[src/sv/flac_fixed_rice_residual_coder_defines.svh]
// Assertion macros used by the coder's top module.
`ifndef FLAC_FIXED_RICE_RESIDUAL_CODER_DEFINES_SVH
`define FLAC_FIXED_RICE_RESIDUAL_CODER_DEFINES_SVH

// Same-cycle implication, checked outside reset.
`define FFRC_ASSERT_NOW(lbl, ante, cons, msg) \
  lbl: assert property (@(posedge clk_i) disable iff (!rst_ni) (ante) |-> (cons)) \
    else $error(msg);

// Next-cycle implication, checked outside reset.
`define FFRC_ASSERT_NEXT(lbl, ante, cons, msg) \
  lbl: assert property (@(posedge clk_i) disable iff (!rst_ni) (ante) |=> (cons)) \
    else $error(msg);

`endif

[src/sv/ffrc_pkg.sv]
package ffrc_pkg;

  localparam int unsigned SAMPLE_W     = 32;
  localparam int unsigned RICE_W       = 4;
  localparam int unsigned COUNT_W      = 7;
  localparam int unsigned SBITS_W      = 6;
  localparam int unsigned ORDER_W      = 3;
  localparam int unsigned MAX_QUOTIENT = 4032;
  localparam int unsigned CHUNK_BITS   = 64;
  localparam int unsigned QUOT_W       = $clog2(MAX_QUOTIENT + 1);
  localparam int unsigned ORDER_CAP    = 4;
  localparam int unsigned MAX_RICE     = 14;
  localparam int unsigned MIN_SBITS    = 4;
  localparam int unsigned MAX_SBITS    = 32;
  localparam int unsigned SBITS_RESET  = 16;

  // Register indexes on the config port.
  localparam logic REG_ORDER = 1'b0;
  localparam logic REG_SBITS = 1'b1;

  // Work handed from the front end to the emitter.
  typedef struct packed {
    logic                  warm;   // verbatim warmup sample
    logic [SAMPLE_W-1:0]   value;  // masked sample, or raw residual
    logic [SBITS_W-1:0]    width;  // verbatim width
    logic [RICE_W-1:0]     k;      // Rice parameter
  } ffrc_job_t;

endpackage

[src/sv/flac_fixed_rice_residual_coder.sv]
// Fixed-predictor residual coder with Rice output chunks.
//
// Input stream (s_axis): one audio sample per request. tuser flags the first
// sample of a block, which restarts the warmup. The first predictor_order
// samples of a block (at most 4) come out verbatim as one chunk of sample_bits
// bits (held to 4..32); all later ones are residuals of that order's fixed predictor.
// Output stream (m_axis): chunks of code bits, right aligned, most significant
// bit sent first. A residual gives zero or more all-zero unary chunks of up to
// 64 bits, then a final chunk (tlast high) with the stop bit and remainder.
// tuser marks every chunk of a sample whose quotient was cut to 4032.
// Config port: index 0 is predictor_order, index 1 is sample_bits; always
// ready. It must be written only while the coder is idle; the coder does not enforce this.
// Timing: a front end accepts and computes the residual in the accept cycle
// and pushes it to a two-entry queue; the emitter loads a queue entry while
// idle and then sends one chunk per cycle while the output slot is free. It
// takes a new entry only after the last sample's final chunk is registered.
// Reset clears history, warmup count, queue and output register, and returns
// predictor_order to 0 and sample_bits to 16. A stalled receiver holds the
// output register; the queue then fills and s_axis_tready drops.
module flac_fixed_rice_residual_coder #(
  parameter int unsigned FIFO_DEPTH = 2
) (
  input  logic        clk_i,
  input  logic        rst_ni,
  // Input request.
  input  logic        s_axis_tvalid,
  output logic        s_axis_tready,
  input  logic [39:0] s_axis_tdata,   // [31:0] sample, [35:32] Rice k, [39:36] zero
  input  logic        s_axis_tuser,   // [0] block_start
  // Output chunk.
  output logic        m_axis_tvalid,
  input  logic        m_axis_tready,
  output logic [39:0] m_axis_tdata,   // [31:0] bits, [38:32] bit_count, [39] zero
  output logic        m_axis_tlast,   // last chunk of the sample
  output logic        m_axis_tuser,   // [0] overflow
  // Register writes.
  input  logic        cfg_valid_i,
  output logic        cfg_ready_o,
  input  logic        cfg_index_i,
  input  logic [5:0]  cfg_data_i
);
  import ffrc_pkg::*;

  `include "flac_fixed_rice_residual_coder_defines.svh"

  ffrc_job_t push_job, pop_job;
  logic      push, pop, full, empty;

  assign cfg_ready_o = 1'b1;

  // Accept, track history and warmup, compute the residual.
  ffrc_front u_front (
    .clk_i         (clk_i),
    .rst_ni        (rst_ni),
    .s_axis_tvalid (s_axis_tvalid),
    .s_axis_tready (s_axis_tready),
    .s_axis_tdata  (s_axis_tdata),
    .s_axis_tuser  (s_axis_tuser),
    .cfg_valid_i   (cfg_valid_i),
    .cfg_index_i   (cfg_index_i),
    .cfg_data_i    (cfg_data_i),
    .push_o        (push),
    .job_o         (push_job),
    .full_i        (full)
  );

  // Decouple the front end from the emitter.
  ffrc_fifo #(
    .DEPTH (FIFO_DEPTH)
  ) u_fifo (
    .clk_i       (clk_i),
    .rst_ni      (rst_ni),
    .push_i      (push),
    .push_data_i (push_job),
    .full_o      (full),
    .pop_i       (pop),
    .pop_data_o  (pop_job),
    .empty_o     (empty)
  );

  // Map, split and send the chunks.
  ffrc_back u_back (
    .clk_i         (clk_i),
    .rst_ni        (rst_ni),
    .empty_i       (empty),
    .job_i         (pop_job),
    .pop_o         (pop),
    .m_axis_tvalid (m_axis_tvalid),
    .m_axis_tready (m_axis_tready),
    .m_axis_tdata  (m_axis_tdata),
    .m_axis_tlast  (m_axis_tlast),
    .m_axis_tuser  (m_axis_tuser)
  );

  // Unary chunks carry only zeros and a nonzero count.
  `FFRC_ASSERT_NOW(a_unary_zero, m_axis_tvalid && !m_axis_tlast, (m_axis_tdata[31:0] == '0) && (m_axis_tdata[38:32] != '0) && (m_axis_tdata[38:32] <= 7'(CHUNK_BITS)), "unary chunk malformed")
  // Overflow is only possible on a Rice code, whose final chunk is k + 1 bits.
  `FFRC_ASSERT_NOW(a_ovf_len, m_axis_tvalid && m_axis_tlast && m_axis_tuser, m_axis_tdata[38:32] <= 7'(MAX_RICE + 1), "overflow on a chunk that is not a Rice code")
  // A taken unary chunk is always followed at once by the next chunk of the sample.
  `FFRC_ASSERT_NEXT(a_unary_follow, m_axis_tvalid && m_axis_tready && !m_axis_tlast, m_axis_tvalid, "no chunk after a taken unary chunk")

endmodule

[src/sv/ffrc_fifo.sv]
module ffrc_fifo #(
  parameter int unsigned DEPTH = 2
) (
  input  logic              clk_i,
  input  logic              rst_ni,
  input  logic              push_i,
  input  ffrc_pkg::ffrc_job_t push_data_i,
  output logic              full_o,
  input  logic              pop_i,
  output ffrc_pkg::ffrc_job_t pop_data_o,
  output logic              empty_o
);
  import ffrc_pkg::*;

  localparam int unsigned PTR_W = (DEPTH > 1) ? $clog2(DEPTH) : 1;
  localparam int unsigned CNT_W = $clog2(DEPTH + 1);

  ffrc_job_t        mem_q [DEPTH];
  logic [PTR_W-1:0] wr_ptr_q, wr_ptr_d, rd_ptr_q, rd_ptr_d;
  logic [CNT_W-1:0] cnt_q, cnt_d;

  assign full_o     = (cnt_q == CNT_W'(DEPTH));
  assign empty_o    = (cnt_q == '0);
  assign pop_data_o = mem_q[rd_ptr_q];

  always_comb begin
    wr_ptr_d = wr_ptr_q;
    rd_ptr_d = rd_ptr_q;
    cnt_d    = cnt_q;
    if (push_i) begin
      wr_ptr_d = (wr_ptr_q == PTR_W'(DEPTH - 1)) ? '0 : wr_ptr_q + 1'b1;
    end
    if (pop_i) begin
      rd_ptr_d = (rd_ptr_q == PTR_W'(DEPTH - 1)) ? '0 : rd_ptr_q + 1'b1;
    end
    if (push_i && !pop_i) begin
      cnt_d = cnt_q + 1'b1;
    end else if (pop_i && !push_i) begin
      cnt_d = cnt_q - 1'b1;
    end
  end

  always_ff @(posedge clk_i or negedge rst_ni) begin
    if (!rst_ni) begin
      wr_ptr_q <= '0;
      rd_ptr_q <= '0;
      cnt_q    <= '0;
    end else begin
      wr_ptr_q <= wr_ptr_d;
      rd_ptr_q <= rd_ptr_d;
      cnt_q    <= cnt_d;
    end
  end

  always_ff @(posedge clk_i) begin
    if (push_i) begin
      mem_q[wr_ptr_q] <= push_data_i;
    end
  end

endmodule

[src/sv/ffrc_front.sv]
module ffrc_front (
  input  logic                      clk_i,
  input  logic                      rst_ni,
  input  logic                      s_axis_tvalid,
  output logic                      s_axis_tready,
  input  logic [39:0]               s_axis_tdata,
  input  logic                      s_axis_tuser,
  input  logic                      cfg_valid_i,
  input  logic                      cfg_index_i,
  input  logic [ffrc_pkg::SBITS_W-1:0] cfg_data_i,
  output logic                      push_o,
  output ffrc_pkg::ffrc_job_t       job_o,
  input  logic                      full_i
);
  import ffrc_pkg::*;

  logic [ORDER_W-1:0]  order_q;
  logic [SBITS_W-1:0]  sbits_q;
  logic [SAMPLE_W-1:0] hist_q [4];
  logic [ORDER_W-1:0]  warm_cnt_q, warm_cnt_d;

  logic [SAMPLE_W-1:0] sample, resid, mask;
  logic [RICE_W-1:0]   k_raw, k_eff;
  logic [ORDER_W-1:0]  order_eff, cnt_eff;
  logic [SBITS_W-1:0]  width_eff;
  logic                warm;

  assign s_axis_tready = !full_i;
  assign push_o        = s_axis_tvalid && !full_i;
  assign sample        = s_axis_tdata[SAMPLE_W-1:0];
  assign k_raw         = s_axis_tdata[SAMPLE_W +: RICE_W];

  always_comb begin
    order_eff = (order_q > ORDER_W'(ORDER_CAP)) ? ORDER_W'(ORDER_CAP) : order_q;
    if (sbits_q < SBITS_W'(MIN_SBITS)) begin
      width_eff = SBITS_W'(MIN_SBITS);
    end else if (sbits_q > SBITS_W'(MAX_SBITS)) begin
      width_eff = SBITS_W'(MAX_SBITS);
    end else begin
      width_eff = sbits_q;
    end
    k_eff   = (k_raw > RICE_W'(MAX_RICE)) ? RICE_W'(MAX_RICE) : k_raw;
    cnt_eff = s_axis_tuser ? '0 : warm_cnt_q;
    warm    = (cnt_eff < order_eff);
    warm_cnt_d = warm ? cnt_eff + 1'b1 : cnt_eff;
    // A shift of 32 empties the word, so full width keeps every bit.
    mask = ~({SAMPLE_W{1'b1}} << width_eff);
  end

  // Fixed predictor taps as shifts and adds, wrapping to the sample width.
  always_comb begin
    case (order_eff)
      3'd0: resid = sample;
      3'd1: resid = sample - hist_q[0];
      3'd2: resid = sample - (hist_q[0] << 1) + hist_q[1];
      3'd3: resid = sample - ((hist_q[0] << 1) + hist_q[0])
                  + ((hist_q[1] << 1) + hist_q[1]) - hist_q[2];
      default: resid = sample - (hist_q[0] << 2) + (hist_q[1] << 2) + (hist_q[1] << 1)
                     - (hist_q[2] << 2) + hist_q[3];
    endcase
  end

  always_comb begin
    job_o.warm  = warm;
    job_o.value = warm ? (sample & mask) : resid;
    job_o.width = width_eff;
    job_o.k     = k_eff;
  end

  always_ff @(posedge clk_i or negedge rst_ni) begin
    if (!rst_ni) begin
      order_q    <= '0;
      sbits_q    <= SBITS_W'(SBITS_RESET);
      warm_cnt_q <= '0;
      for (int i = 0; i < 4; i++) begin
        hist_q[i] <= '0;
      end
    end else begin
      if (cfg_valid_i) begin
        case (cfg_index_i)
          REG_ORDER: order_q <= cfg_data_i[ORDER_W-1:0];
          REG_SBITS: sbits_q <= cfg_data_i;
          default:   order_q <= order_q;
        endcase
      end
      if (push_o) begin
        warm_cnt_q <= warm_cnt_d;
        hist_q[3]  <= hist_q[2];
        hist_q[2]  <= hist_q[1];
        hist_q[1]  <= hist_q[0];
        hist_q[0]  <= sample;
      end
    end
  end

endmodule

[src/sv/ffrc_back.sv]
module ffrc_back (
  input  logic                clk_i,
  input  logic                rst_ni,
  input  logic                empty_i,
  input  ffrc_pkg::ffrc_job_t job_i,
  output logic                pop_o,
  output logic                m_axis_tvalid,
  input  logic                m_axis_tready,
  output logic [39:0]         m_axis_tdata,
  output logic                m_axis_tlast,
  output logic                m_axis_tuser
);
  import ffrc_pkg::*;

  typedef enum logic {
    ST_IDLE,
    ST_RUN
  } state_e;

  state_e              state_q;
  logic [QUOT_W-1:0]   quot_q;
  logic [SAMPLE_W-1:0] code_q;
  logic [COUNT_W-1:0]  len_q;
  logic                ovf_q;
  logic                out_valid_q, out_last_q, out_ovf_q;
  logic [SAMPLE_W-1:0] out_bits_q;
  logic [COUNT_W-1:0]  out_count_q;

  logic [SAMPLE_W-1:0] zz, shifted, rmask;
  logic                over;
  logic                slot_free;
  logic [QUOT_W-1:0]   chunk;

  assign pop_o     = (state_q == ST_IDLE) && !empty_i;
  assign slot_free = !out_valid_q || m_axis_tready;

  always_comb begin
    zz      = {job_i.value[SAMPLE_W-2:0], 1'b0} ^ {SAMPLE_W{job_i.value[SAMPLE_W-1]}};
    shifted = zz >> job_i.k;
    over    = (shifted > SAMPLE_W'(MAX_QUOTIENT));
    rmask   = ~({SAMPLE_W{1'b1}} << job_i.k);
    chunk   = (quot_q < QUOT_W'(CHUNK_BITS)) ? quot_q : QUOT_W'(CHUNK_BITS);
  end

  always_ff @(posedge clk_i or negedge rst_ni) begin
    if (!rst_ni) begin
      state_q     <= ST_IDLE;
      out_valid_q <= 1'b0;
      quot_q      <= '0;
      code_q      <= '0;
      len_q       <= '0;
      ovf_q       <= 1'b0;
      out_bits_q  <= '0;
      out_count_q <= '0;
      out_last_q  <= 1'b0;
      out_ovf_q   <= 1'b0;
    end else begin
      case (state_q)
        ST_IDLE: begin
          // Drop the output chunk once taken.
          if (m_axis_tready) begin
            out_valid_q <= 1'b0;
          end
          if (!empty_i) begin
            state_q <= ST_RUN;
            if (job_i.warm) begin
              quot_q <= '0;
              code_q <= job_i.value;
              len_q  <= COUNT_W'(job_i.width);
              ovf_q  <= 1'b0;
            end else begin
              quot_q <= over ? QUOT_W'(MAX_QUOTIENT) : shifted[QUOT_W-1:0];
              code_q <= (zz & rmask) | (SAMPLE_W'(1) << job_i.k);
              len_q  <= COUNT_W'(job_i.k) + 1'b1;
              ovf_q  <= over;
            end
          end
        end
        ST_RUN: begin
          // Hold the output chunk until the slot frees up.
          if (slot_free) begin
            out_valid_q <= 1'b1;
            out_ovf_q   <= ovf_q;
            if (quot_q != '0) begin
              // Unary run: up to one chunk of zeros per cycle while the slot is free.
              out_bits_q  <= '0;
              out_count_q <= COUNT_W'(chunk);
              out_last_q  <= 1'b0;
              quot_q      <= quot_q - chunk;
            end else begin
              out_bits_q  <= code_q;
              out_count_q <= len_q;
              out_last_q  <= 1'b1;
              state_q     <= ST_IDLE;
            end
          end
        end
        default: begin
          state_q <= ST_IDLE;
          if (m_axis_tready) begin
            out_valid_q <= 1'b0;
          end
        end
      endcase
    end
  end

  assign m_axis_tvalid = out_valid_q;
  assign m_axis_tdata  = {1'b0, out_count_q, out_bits_q};
  assign m_axis_tlast  = out_last_q;
  assign m_axis_tuser  = out_ovf_q;

endmodule
[config.mk]
export PLATFORM = sky130hd
export DESIGN_NAME = flac_fixed_rice_residual_coder
export DESIGN_NICKNAME = d
export VERILOG_FILES = /design/src/sv/ffrc_pkg.sv /design/src/sv/flac_fixed_rice_residual_coder.sv /design/src/sv/ffrc_fifo.sv /design/src/sv/ffrc_front.sv /design/src/sv/ffrc_back.sv
export VERILOG_INCLUDE_DIRS = /design/src /design/src/sv
export SDC_FILE = /design/constraint.sdc
export NUM_CORES = 2
export LEC_CHECK = 0
export BUFFER_PORTS_ARGS = -buffer_cell sky130_fd_sc_hd__buf_2
export CAP_MARGIN = 20
export CORE_AREA = 5 5 252 254
export DETAILED_ROUTE_END_ITERATION = 16
export DIE_AREA = 0 0 257 259
export PLACE_DENSITY_LB_ADDON = 0.25
export SYNTH_ARGS = -nofsm -noshare
export SYNTH_HDL_FRONTEND = slang
export SYNTH_SLANG_ARGS = --single-unit
[constraint.sdc]
create_clock -name clk_i -period 11.7 [get_ports clk_i]
set_input_delay 0.585 -clock clk_i [delete_from_list [all_inputs] [get_ports clk_i]]
set_output_delay 0.585 -clock clk_i [all_outputs]
set_load 0.02 [all_outputs]
[Yosys cells after proc, flatten, opt, wreduce, memory -nomap -nowiden]
Memory sizes are Yosys's and may differ from the RTL's.
Cells that the tools add are included.
Storage, ports and cells
  register bits: 239
  memory bits (writable): 86
  output and inout bits: 45
  logic and storage cells: 123
  memories kept: 1
Operators by class
  add/subtract/negate cells: 20
  magnitude comparators: 7
  equal/unequal tests: 8
  shifts and indexed selects: 4
  mux-type cells: 34
  bitwise operators: 9
  reduce and logical (&&, ||, !) cells: 20
Memories
  u_fifo.mem_q: words 2, bits a word 43, rd ports 1, clocked after Yosys merged registers in 0, write ports 1, line ffrc_fifo.sv:18  | ffrc_job_t mem_q [DEPTH];
Operators with widths (number)
  $add A32 B32 Y32: 7
  $sub A32 B32 Y32: 6
  $pmux W32 S4: 1
  $mux W32: 3
  $mux W12: 6
  $and A32 B32 Y32: 2
  $not A32 Y32: 2
  $gt A32 B12 Y1 const B: 1
  $or A32 B32 Y32: 1
  $shl A1 B4 Y32 const A: 1
  $shl A32 B4 Y32 const A: 1
  $shl A32 B6 Y32 const A: 1
  $shr A32 B4 Y32: 1
  $xor A32 B32 Y32: 1
  $pmux W12 S2: 1
  $mux W7: 2
  $lt A12 B7 Y1 const B: 1
  $mux W6: 2
  $reduce_bool A12 Y1: 1
  $sub A12 B12 Y12: 1
  $mux W1: 11
  $reduce_and A2 Y1: 5
  $mux W3: 3
  $ne A2 B2 Y1 const B: 4
  other kinds (24): 37

[Longest topological paths before layout]
An unclocked memory read counts as a cell.
  depth after elaboration: 8
  depth in mapped cells: 20
  gate-level depth less buffers: 20

[Modules after synthesis]
A second synthesis with hierarchy kept.
Unflattened totals
  cell total of the unflattened synthesis: 3209
  area total of the unflattened synthesis: 30259.0 um^2
Modules (own cells, without submodules)
  ffrc_front: instances 1, cells each 2309, area each 20000.4 um^2, sequential area each 3504.6 um^2
  ffrc_back: instances 1, cells each 748, area each 6756.5 um^2, sequential area each 2352.3 um^2
  ffrc_fifo: instances 1, cells each 150, area each 3490.8 um^2, sequential area each 2682.6 um^2
  flac_fixed_rice_residual_coder: instances 1, cells each 2, area each 11.3 um^2, sequential area each 0.0 um^2

[Least setup slack after synthesis]
OpenSTA, ideal clock, no wires.
  path type: input to register
  start point: input port s_axis_tdata[0]
  end point: memory u_fifo.mem_q[0][41] (netlist name), data pin
  arrival: 4.652 ns
  required time: 11.443 ns
  slack: 6.791 ns
  stages: 20
  cells stage by stage: inv_1 > fa_1 > inv_1 > fa_1 > inv_1 > fa_1 > inv_1 > ha_1 > inv_1 > fa_1 > nand2b_1 > a21oi_1 > o311a_1 > o211ai_1 > a21o_1 > a311oi_1 > a211oi_1 > xnor2_1 > a211o_1 > a21o_1
RTL lines
  from (decl): line flac_fixed_rice_residual_coder.sv:28  | input logic [39:0] s_axis_tdata,
  to (decl): line ffrc_fifo.sv:18

==> run summary <==
The run finished with clean final reports. For this run, the slowest stage of the critical path takes 0.75 ns. Time the worst path needs with I/O delays and setup: 6.02 ns. In this run the vertical extent of the chip is 259 µm. Summing all placed instances gives a cell area of 0.0306 mm². The tightest hold path in the finished design has a slack of 0.248 ns.

The final setup violation count came out at 0. The endpoint identified for the worst register-to-register timing path is u_fifo.mem_q[1][38]. The first global-routing pass estimated 133 mm of wire. Number of buffers between clock root and the deepest sink: 3. The tools report the residual DRC count as 0. Setup repair after global routing left no endpoint under its margin. Endpoint kind of the worst setup timing path: a register.

Dominant synthesized flop cell: sky130_fd_sc_hd__dfrtp_1. The worst path uses 51.5% of the clock period. The sequential cell area fraction in the yosys report was 29.0%. Number of placement rows: 91.

For this block, wires on met1 add up to 36.7 mm. The horizontal die dimension was 257 µm. Summed over all layers, the routed wires come to 82.4 mm. For this run, the post-layout net count is 3,647. Synthesized instance count: 3,146.

The core region is 0.0610 mm². The logs give 12.00 ns for the required time of the worst setup path and 324 for the number of clock sinks seen by CTS. The tools report the detailed router's first-iteration violation count as 1,736. The run gives 64.8 mm as the post-DP HPWL.

The run gives 0 as the number of antenna violations at the first check in global routing. The detail-routed net length per standard cell came out at 20.5 µm. Total of hold buffers inserted after clock tree synthesis: 1. Wire segments on met3 add up to 4.58 mm in the final route. Cells with a size suffix above 1 make up 8.61% of the layout. The via count of the first global-routing pass was 23.4k; the number of enable flip-flop cells after synthesis was 86. For this run the aggregate overflow at the end of global routing stands at 0. The most critical setup path has its startpoint at u_front.hist_q[97].

0 antenna diodes ended up in the layout. Port buffering added 91 buffers. The highest clock frequency the design can meet came out at 166 MHz. At the end of routability-driven placement, the weighted congestion stood at 0.957. TritonCTS built the clock tree. The count of H-tree levels built during CTS is 2, and the worst clock skew on the final layout is 0.0204 ns. The tools report the count of final max-slew check failures as 0. Uppermost layer routed: met4.

Across the run, the number of max-cap violations was 0. The kind of path behind the tightest hold check is in2reg. After routing the design area is 0.0321 mm². The data arrival at the endpoint of the critical path came out at 6.32 ns. After detailed routing, the number of vias per cell comes to 5.74. Post-CTS resize count: 0.

Number of CTS-inserted buffers: 41. Warning count from the yosys run: 0. Clock-pin slew was measured on the worst setup and hold paths at 0.06 ns. Synthesis instantiated 87 different standard cells from the library. The fraction of registers with async set or reset after synthesis works out to 73.5%. The depth of the worst register-to-register path was 17. Number of antenna-violating nets in the routed design: 0. Destination of the critical timing path: u_fifo.mem_q[1][38].

The master of the slowest instance on the critical path is sky130_fd_sc_hd__o21ai_0. After synthesis, the mean cell area works out to 9.37 µm². The tools report the area of the die as 0.0666 mm². The worst setup path is of the reg2reg kind. The startpoint identified for the worst register-to-register timing path is u_front.hist_q[97].

The largest fanout of any net on the critical path was 5. After clock tree synthesis, the setup repair step added 0 buffers. The routed layout has 23.0k vias. Traced cell by cell, the critical path runs through inv_1, fa_1, fa_1, inv_1, fa_1, inv_1, ha_1, a211oi_1, nor2_1, o21ai_0, o221a_2, a211oi_1, o31ai_1, nand2b_1, a21o_1, mux2i_1, o41a_1.

The length of routed met2 wiring was 39.0 mm; the total negative setup slack was 0 ns. Entering global routing, the biggest net connects 108 pins. Once the floorplan was initialized, standard cells occupied 48.3% of the core. The number of failing hold endpoints at the final stage came out at 0. In this run the register-to-register setup slack is 5.68 ns. The number of synthesized register bits was 324.

Root buffer selected by CTS: sky130_fd_sc_hd__clkbuf_16. For the worst-skew pair, the clock arrives at the later sink with an insertion delay of 0.58 ns. For the pin with the worst max-slew slack, the measured transition is 0.935 ns.

Global routing used 24.7% of the available tracks across all layers. The cell area after synthesis was 0.0295 mm²; the count of TritonRoute iterations in the first routing pass was 6. Compared with the post-synthesis result, the final layout area differs by 8.84%. STA classifies the critical path startpoint as a register. Headroom to the max-slew limit came out at 35.9%. 98 I/O pins were placed.
[stage by stage]
step	util (%)	std cells	worst slack [ns]
finish	52.6	4008	5.68
global route	52.6	4008	5.44
CTS	52.5	4007	5.69
detailed placement	50.1	3931	5.52
global placement	50.1	3931	5.58
floorplan	-	3147	6.79
[worst max-delay path, delay by kind of cell, from the launching register on]
family / cells / cell delay [ns]
buffers and inverters: 3 / 0.29
AOI/OAI and AO/OA: 7 / 2.82
adders and majority gates: 4 / 1.81
DFF: 1 / 0.46
muxes: 1 / 0.12
and+or+nand+nor: 2 / 0.24
[registers in the layout (all words and copies together), names as in the netlist]
register and count:
u_fifo.wr_ptr_q 1, u_fifo.cnt_q 2, u_back.quot_q 12, u_back.m_axis_tuser 1, u_back.out_count_q 7, u_front.warm_cnt_q 3, u_back.code_q 32, u_front.order_q 3
u_back.state_q 1, u_back.m_axis_tvalid 1, u_fifo.mem_q 86, u_front.sbits_q 6, u_front.hist_q 128, u_fifo.rd_ptr_q 1, u_back.out_bits_q 32, u_back.len_q 6
u_back.ovf_q 1, u_back.m_axis_tlast 1
[metal layers]
metal,GRT usage (%),vias to the layer above
met3,3.54,141
met2,41.2,718
met5,0,-
met4,6.02,0
li1,-,10700
met1,34.3,11400
[cell usage in the layout, fill, tap and decap left out, types with 61 or more instances in the layout]
| cell type | Yosys | final |
|---|---|---|
| sky130_fd_sc_hd__inv_1 | 466 | 465 |
| sky130_fd_sc_hd__nand2_1 | 339 | 338 |
| sky130_fd_sc_hd__o21ai_0 | 277 | 277 |
| sky130_fd_sc_hd__fa_1 | 268 | 268 |
| sky130_fd_sc_hd__dfrtp_1 | 237 | 236 |
| sky130_fd_sc_hd__a21oi_1 | 173 | 173 |
| sky130_fd_sc_hd__ha_1 | 140 | 140 |
| sky130_fd_sc_hd__nor2_1 | 126 | 124 |
| sky130_fd_sc_hd__xnor2_1 | 114 | 114 |
| sky130_fd_sc_hd__mux2i_1 | 115 | 114 |
| sky130_fd_sc_hd__buf_2 | 10 | 90 |
| sky130_fd_sc_hd__edfxtp_1 | 86 | 86 |
| sky130_fd_sc_hd__a21o_1 | 61 | 61 |
[cell type report]
class | count | area (µm²)
clock inverters | 23 | 292
inverters | 472 | 1790
flip-flops and latches | 324 | 8540
multi-input cells | 2224 | 18600
fillers | 5588 | 29000
well taps | 790 | 988
repair buffers | 123 | 728
clock buffers | 52 | 1160
[cells in the mapped netlist (61+ instances only)]
library cell	number	area share, %
sky130_fd_sc_hd__mux2i_1	115	3.9
sky130_fd_sc_hd__edfxtp_1	86	8.8
sky130_fd_sc_hd__inv_1	466	5.9
sky130_fd_sc_hd__clkbuf_1	94	1.2
sky130_fd_sc_hd__o21ai_0	277	4.7
sky130_fd_sc_hd__a21oi_1	173	2.9
sky130_fd_sc_hd__dfrtp_1	237	20
sky130_fd_sc_hd__nor2_1	126	1.6
sky130_fd_sc_hd__fa_1	268	18
sky130_fd_sc_hd__nand2_1	339	4.3
sky130_fd_sc_hd__ha_1	140	5.9
sky130_fd_sc_hd__xnor2_1	114	3.4
sky130_fd_sc_hd__a21o_1	61	1.6
[worst min path at each step]
| stage | startpoint | end | slack (ns) | cells after the start |
|---|---|---|---|---|
| after global placement | u_back.m_axis_tuser | u_back.m_axis_tuser | 0.46 | 2 |
| after global routing | s_axis_tdata[33] | u_fifo.mem_q[0][1] | 0.23 | 1 |
| after CTS | s_axis_tdata[34] | u_fifo.mem_q[0][2] | 0.21 | 1 |
| after detailed placement | u_back.out_count_q[5] | u_back.out_count_q[5] | 0.47 | 2 |
| after floorplan | rst_ni | u_back.code_q[0] | 0.29 | 0 |
| final | cfg_data_i[3] | u_front.sbits_q[3] | 0.25 | 2 |
[kinds of logic (layout without fill, tap and decap cells)]
kind of cell / after synthesis / count (layout) / share of synthesized area, %
adders and majority gates: 408 / 408 / 24.1
AOI/OAI and AO/OA: 797 / 797 / 17.1
other: 2 / 3 / 0.0255
and+or+nand+nor: 689 / 689 / 10.5
DFF: 324 / 324 / 29.0
xor gates and xnor gates: 166 / 166 / 4.93
buffers and inverters: 599 / 670 / 8.10
muxes: 161 / 161 / 6.21
Power is left out: the tool's default activity adds up to more than one toggle a clock period on the data nets, which glitch-free logic cannot reach.
